$ cat src/rtl/core/skt_pkg.sv
`timescale 1ns / 1ps

package skt_pkg;

    localparam int KEY_W    = 64;
    localparam int OWNER_W  = 64;
    localparam int STATE_W  = 32;
    localparam int STATUS_W = 2;
    localparam int INDEX_W  = 6;
    localparam int CAP_W    = 7;

    localparam logic [CAP_W-1:0] CAP_RESET = 7'd64;

    localparam logic CMD_INSERT = 1'b0;
    localparam logic CMD_LOOKUP = 1'b1;

    typedef enum logic [STATUS_W-1:0] {
        ST_OK        = 2'd0,
        ST_FULL      = 2'd1,
        ST_DUP       = 2'd2,
        ST_NOT_FOUND = 2'd3
    } t_status;

    typedef enum logic [1:0] {
        S_IDLE  = 2'd0,
        S_START = 2'd1,
        S_SCAN  = 2'd2,
        S_SHIFT = 2'd3
    } t_ctrl_state;

    typedef struct packed {
        logic [KEY_W-1:0]   key;
        logic [OWNER_W-1:0] owner;
        logic [STATE_W-1:0] state;
    } t_record;

    typedef struct packed {
        logic    load;
        logic    scan_rd;
        logic    advance;
        logic    shift_begin;
        logic    pos_next;
        logic    shift_step;
        logic    commit;
        logic    res_load;
        t_status res_status;
    } t_dp_cmd;

    typedef struct packed {
        logic is_lookup;
        logic full;
        logic at_end;
        logic hit;
        logic greater;
        logic last;
        logic shift_done;
    } t_dp_stat;

endpackage

$ cat src/rtl/core/skt_ctrl.sv
`timescale 1ns / 1ps

module skt_ctrl (
    input  logic               i_clk,
    input  logic               i_rst_n,
    input  logic               i_in_valid,
    output logic               o_in_ready,
    output logic               o_out_valid,
    input  logic               i_out_ready,
    input  skt_pkg::t_dp_stat  i_stat,
    output skt_pkg::t_dp_cmd   o_cmd
);
    import skt_pkg::*;

    t_ctrl_state r_state;
    t_ctrl_state n_state;
    logic        r_out_valid;
    logic        out_free;

    assign out_free = !r_out_valid || i_out_ready;

    always_ff @(posedge i_clk) begin
        if (!i_rst_n) begin
            r_state     <= S_IDLE;
            r_out_valid <= 1'b0;
        end else begin
            r_state <= n_state;
            if (o_cmd.res_load) begin
                r_out_valid <= 1'b1;
            end else if (i_out_ready) begin
                r_out_valid <= 1'b0;
            end
        end
    end

    always_comb begin
        n_state          = r_state;
        o_cmd            = '0;
        o_cmd.res_status = ST_OK;
        o_in_ready       = 1'b0;
        case (r_state)
            S_IDLE: begin
                o_in_ready = 1'b1;
                if (i_in_valid) begin
                    o_cmd.load = 1'b1;
                    n_state    = S_START;
                end
            end
            S_START: begin
                if (!i_stat.is_lookup && i_stat.full) begin
                    if (out_free) begin
                        o_cmd.res_load   = 1'b1;
                        o_cmd.res_status = ST_FULL;
                        n_state          = S_IDLE;
                    end
                end else if (i_stat.at_end) begin
                    if (!i_stat.is_lookup) begin
                        o_cmd.shift_begin = 1'b1;
                        n_state           = S_SHIFT;
                    end else if (out_free) begin
                        o_cmd.res_load   = 1'b1;
                        o_cmd.res_status = ST_NOT_FOUND;
                        n_state          = S_IDLE;
                    end
                end else begin
                    o_cmd.scan_rd = 1'b1;
                    n_state       = S_SCAN;
                end
            end
            S_SCAN: begin
                if (i_stat.hit) begin
                    if (out_free) begin
                        o_cmd.res_load   = 1'b1;
                        o_cmd.res_status = i_stat.is_lookup ? ST_OK : ST_DUP;
                        n_state          = S_IDLE;
                    end
                end else if (i_stat.greater || i_stat.last) begin
                    if (!i_stat.is_lookup) begin
                        o_cmd.shift_begin = 1'b1;
                        o_cmd.pos_next    = !i_stat.greater;
                        n_state           = S_SHIFT;
                    end else if (out_free) begin
                        o_cmd.res_load   = 1'b1;
                        o_cmd.res_status = ST_NOT_FOUND;
                        n_state          = S_IDLE;
                    end
                end else begin
                    o_cmd.advance = 1'b1;
                end
            end
            S_SHIFT: begin
                if (i_stat.shift_done) begin
                    if (out_free) begin
                        o_cmd.commit     = 1'b1;
                        o_cmd.res_load   = 1'b1;
                        o_cmd.res_status = ST_OK;
                        n_state          = S_IDLE;
                    end
                end else begin
                    o_cmd.shift_step = 1'b1;
                end
            end
            default: begin
                n_state = S_IDLE;
            end
        endcase
    end

    assign o_out_valid = r_out_valid;

endmodule

$ cat config.mk
export PLATFORM = sky130hd
export DESIGN_NAME = skt_ctrl
export DESIGN_NICKNAME = d
export VERILOG_FILES = /design/src/rtl/core/skt_pkg.sv /design/src/rtl/core/skt_ctrl.sv
export SDC_FILE = /design/constraint.sdc
export NUM_CORES = 1
export LEC_CHECK = 0
export BUFFER_PORTS_ARGS = -buffer_cell sky130_fd_sc_hd__buf_2
export CAP_MARGIN = 20
export CORE_AREA = 2 2 39 41
export CTS_CLUSTER_DIAMETER = 30
export DETAILED_ROUTE_END_ITERATION = 10
export DIE_AREA = 0 0 41 43
export GPL_TIMING_DRIVEN = 0
export PLACE_DENSITY = 0.56
export SLEW_MARGIN = 15
export SYNTH_ARGS = -nofsm -noshare
export SYNTH_HDL_FRONTEND = slang
export SYNTH_SLANG_ARGS = --single-unit
export TNS_END_PERCENT = 50
$ cat constraint.sdc
create_clock -name i_clk -period 1.6 [get_ports i_clk]
set_input_delay 0 -clock i_clk [delete_from_list [all_inputs] [get_ports i_clk]]
set_output_delay 0 -clock i_clk [all_outputs]
set_load 0.01 [all_outputs]
==> results of run 1 <==
cells in the final DEF, fill, tap and decap left out, drive strengths merged, types with 2 or more instances in the layout:
cell / Yosys / routed
a21oi: 2 / 2
a31oi: 4 / 4
and2: 2 / 2
buf: 1 / 26
clkbuf: 0 / 4
dfxtp: 3 / 3
ha: 4 / 4
inv: 5 / 5
nand2b: 4 / 4
nor2b: 4 / 4
nor3: 4 / 4
o211ai: 3 / 3
o21a: 3 / 3
o21ai: 5 / 5
o311ai: 2 / 2
kinds of logic (layout without fill, tap and decap cells):
kind of cell / Yosys count / count (layout) / share of synthesized area
flip-flops: 3 / 3 / 0.144
adder cells (fa/ha/maj): 4 / 4 / 0.120
buffers and inverters: 6 / 36 / 0.0569
AND/OR/NAND/NOR: 21 / 21 / 0.320
AO/OA/AOI/OAI: 20 / 20 / 0.359
registers in the layout (all words and copies together) (netlist names):
name         flops
r_state          2
o_out_valid      1
per-layer routing:
layer,routed length [um],up-vias
met3,73,0
met1,550,245
met2,627,22
met5,0,-
met4,0,0
li1,-,258
worst register-to-register path, cell delays in order, from the launching register on:
cell and delay (ns):
dfxtp_4 0.35, buf_4 0.14, ha_2 0.20, nor2b_2 0.18
nor3_2 0.25, o211ai_1 0.14, a31oi_1 0.17
stage by stage:
stage          total power [mW]  worst slack (ns)  instance area (sq um)
4_1_cts                   0.417           -0.0272                    632
3_3_place_gp              0.251           -0.0845                    548
3_5_place_dp              0.252           -0.0929                    548
5_1_grt                   0.454           -0.0746                    658
2_1_floorplan             0.191             0.128                    418
6_report                  0.421          -0.00453                    658
path summary, 6_finish.rpt:
check        startpoint          to  slack, ns
min           i_stat[5]  r_state[0]       0.15
max          r_state[0]    o_cmd[0]     -0.005
min reg2reg  r_state[1]  r_state[1]       0.54
max reg2reg  r_state[0]  r_state[1]       0.08
power breakdown:
group          internal [mW]  total (mW)  switching [mW]
sequential            0.0854      0.0969          0.0115
combinational         0.0884       0.190           0.102
clock                 0.0935       0.133          0.0399
final cells by class:
cell class,instances,share of cell area
multi-input combinational,45,0.574
timing repair buffer,26,0.217
sequential,3,0.0989
clock buffer,4,0.0399
inverter,5,0.0323
tap,16,0.0304
buffer,1,0.00760
repair_timing:
action,4_1_cts,5_1_grt
resized for setup,10,5
pin swaps,3,5
endpoints found under the setup margin,4,6
hold endpoints to repair,0,1
hold buffers,0,1
setup buffers,3,0
==> metrics, run 1 <==
later-pin clock latency in the skew report 0.23 ns; vias in the first global route 459; global-route wire length before repair 1690 um; Worst path slowest cell or3b_1; GR Layer Usage met1 0.141; async set-reset flop share out of synthesis 0; RSZ-0062 raised after global routing yes; total global routing overflow 0; Initial DRT Pass Iterations 4; Min Hold Slack 0.151 ns; largest stage delay on the critical path 0.36 ns; Final ANT Viol Nets 0; detail-routed net length per standard cell 12.5 um; Die Y 43 um; crit path capture type output pin; Clk pin slew, worst setup/hold paths 0.04 ns; Pins Over Slew Limit 0; Leak Pwr 0.292 nW; CP top delay family simple AND/OR/NAND/NOR gates; Layout Cells excl Fill 100; met2 usage 0.256; Crit path depth 7; Port Buffers 22; multi-input combinational cell area 378 sq um; routability cong. 0.806; DRC viols 0; nets 100; fin crit share 1.00; worst path buffer plus inverter count 2; IO Pins 23; Mapped Avg Cell Area 7.74 sq um; setup ws final -0.00453 ns; status finished with violations; final core occ 0.476; Die ar. 0.00176 sq mm; CP required 1.60 ns; clk buf depth 2; syn_nets 69; WP data arrival 1.60 ns; CTS tree yes; initial core utilization 0.302; Least-Margin Pin Slew 0.310 ns; area leader, netlist dfxtp_1; placed instance count 92; top-area cell type share of the netlist area 0.144; Worst slew margin 0.793; IR drop worst, VDD 204 uV; die width 41 um; Clock Sink Count 3; Layout area overhead 57.5%; share of cells above drive strength 1 0.512; register area share after synthesis 0.144; Critical Path Source Type register; failing checks negative setup slack; global route hottest layer met2; MaxCap Viol Count 0; critical path peak fanout 4; TNS Setup -0.00453 ns; f_max 623 MHz; Main synth FF type dfxtp_1; WHS Path Cells 4; DR vias/cell 5.25; Pwr Density 639 mW/mm^2; clock skew 0.00135 ns; setup violators final 1; CP cell instances inv_4, ha_4, nand2b_4, o21bai_4, or3b_1, a21oi_2, buf_2; Syn. warnings 0; post-synthesis cell area 418 sq um; Starting DRT DRC Count 8; Fin. Hold Viols 0; total wire length 1250 um; fin crit period 1.60 ns; R2R cell count 6; Root Driver clkbuf_4; GRT Util Overall 0.135; TritonCTS buffer count 3; #FFs+latches synth 3; Post-synth top cells 5 x inv_1, 5 x o21ai_0; pin count of the biggest net entering global routing 11; CP Class register to output pin; Antenna Cells 0; library cells used by synthesis 24; Synth Instances 54; met3 usage 0.0157; initial antenna violation count 0; Core Footprint 0.00138 sq mm; Reg area 65.1 sq um; via count 525; Synth area leaders dfxtp_1 14%, ha_1 12%, a31oi_1 6.0%; num rows 14; CTS H-Tree Depth 1; Post-synth EDFFs 0; Layout fillers 138; worst hold path type input port to register; Detail Placement HPWL 892 um
(Power assumes the default switching activity.)
==> inputs of run 2 (changes only) <==
==> constraint.sdc (replaced) <==
create_clock -name i_clk -period 1.9 [get_ports i_clk]
set_input_delay 0.095 -clock i_clk [delete_from_list [all_inputs] [get_ports i_clk]]
set_output_delay 0.095 -clock i_clk [all_outputs]
set_load 0.01 [all_outputs]
==> run 2 against run 1 <==
The run now ends clean; non-clock buffer count shrank 4; clock skew is essentially flat; via count shrank 3.8%; worst setup slack gained 0.10 ns; cell area shrank 10%; power shrank 22%; critical endpoint unchanged.
==> metrics, run 2 (synthesized netlist as in run 1, its figures left out) <==
status finished, final reports clean; total global routing overflow 0; pin count of the biggest net entering global routing 11; Clock Sink Count 3; Logic pwr share 0.414; die width 41 um; CTS tree yes; WP data arrival 1.71 ns; total wire length 1120 um; Least-Margin Pin Slew 0.368 ns; Post-CTS Repair Setup Buffers 0; largest register by flop count r_state; vias in the first global route 435; Clk pin slew, worst setup/hold paths 0.04 ns; Worst slew margin 0.754; via count 505; Port Buffers 22; CP Class register to output pin; Starting DRT DRC Count 13; TritonCTS buffer count 3; final core occ 0.426; Critical Path Source Type register; Switching Share 0.362; IO Pins 23; Die Y 43 um; CTS H-Tree Depth 1; DR vias/cell 5.26; Flop pwr share 0.245; fin crit share 0.948; fin crit period 1.80 ns; initial core utilization 0.302; detail-routed net length per standard cell 11.7 um; share of cells above drive strength 1 0.425; num rows 14; Min Hold Slack 0.103 ns; Clk pwr share 0.341; RSZ-0062 raised after global routing no; Die ar. 0.00176 sq mm; Detail Placement HPWL 892 um; global-route wire length before repair 1590 um; later-pin clock latency in the skew report 0.23 ns; Initial DRT Pass Iterations 4; Antenna Cells 0; TNS Setup 0 ns; initial antenna violation count 0; Pint 0.210 mW; dpl cell area 548 sq um; max reg flops 2; cts hold-fix bufs 0; commonest cells after routing, fill and taps aside 23 x buf_2, 5 x o21ai_0; fin area 589 sq um; clk buf depth 2; Root Driver clkbuf_4; routability cong. 0.806; GRT Util Overall 0.128; crit path capture type output pin; DRC viols 0; Psw 0.119 mW; Leak Pwr 0.265 nW; Final ANT Viol Nets 0; worst hold path type input port to register; IR drop worst, VDD 159 uV; Pins Over Slew Limit 0; critical path peak fanout 6; nets 96; Pwr Density 558 mW/mm^2; clock skew 0.00172 ns; Layout area overhead 41.0%; setup violators final 0; commonest non-fill, non-tap cell in the layout buf_2; Core Footprint 0.00138 sq mm; MaxCap Viol Count 0; f_max 555 MHz; CP required 1.80 ns; Fin. Hold Viols 0
## run 2: power by group through the flow
stage / clock, mW / sequential (mW) / combinational [mW]
final: 0.112 / 0.0804 / 0.136
after global routing: 0.125 / 0.0812 / 0.151
after CTS: 0.115 / 0.0783 / 0.138
after detailed placement: 0 / 0.0784 / 0.134
after global placement: 0 / 0.0788 / 0.132
after floorplan: 0 / 0.0771 / 0.0834
## run 2: worst max-delay path: stages (launching register included)
cell and delay, ns:
dfxtp_2 0.34, inv_2 0.08, ha_4 0.16, nand2b_1 0.09, o21bai_4 0.19, or3b_1 0.36
a21oi_2 0.13, buf_2 0.13
## run 2: final timing paths
check	startpoint	to	slack, ns	depth (start not counted)
max	r_state[0]	o_cmd[0]	0.1	7
min	i_rst_n	r_state[1]	0.10	3
max reg2reg	r_state[1]	r_state[1]	0.37	5
min reg2reg	r_state[1]	r_state[1]	0.52	2
## run 2: timing repair
| item | in CTS | in global routing |
|---|---|---|
| endpoints found under the hold margin | 0 | 0 |
| gates resized for setup | 2 | 3 |
| pin swaps | 0 | 1 |
| gates cloned | 0 | 0 |
| endpoints found under the setup margin | 1 | 1 |
## run 2: metal layers
layer	track usage	part of all wire	vias to the layer above
met5	0	0	-
met4	0.0400	0	0
met3	0.0157	0.079	0
met2	0.241	0.49	18
met1	0.135	0.43	235
li1	-	-	252
## run 2: layout make-up
cell class,count,area [sq um]
buffer,1,5.00
tap,16,20.0
timing repair buffer,22,110
fill,141,795
clock buffer,4,26.3
sequential,3,62.6
inverter,5,18.8
multi-input combinational,45,347
## run 2: per-stage QoR
stage / worst slack [ns] / total power [mW] / instances
after detailed placement: 0.186 / 0.212 / 92
after global placement: 0.178 / 0.211 / 92
after floorplan: 0.393 / 0.161 / 54
after CTS: 0.0110 / 0.331 / 96
after global routing: 0.00620 / 0.358 / 96
final: 0.0988 / 0.329 / 96
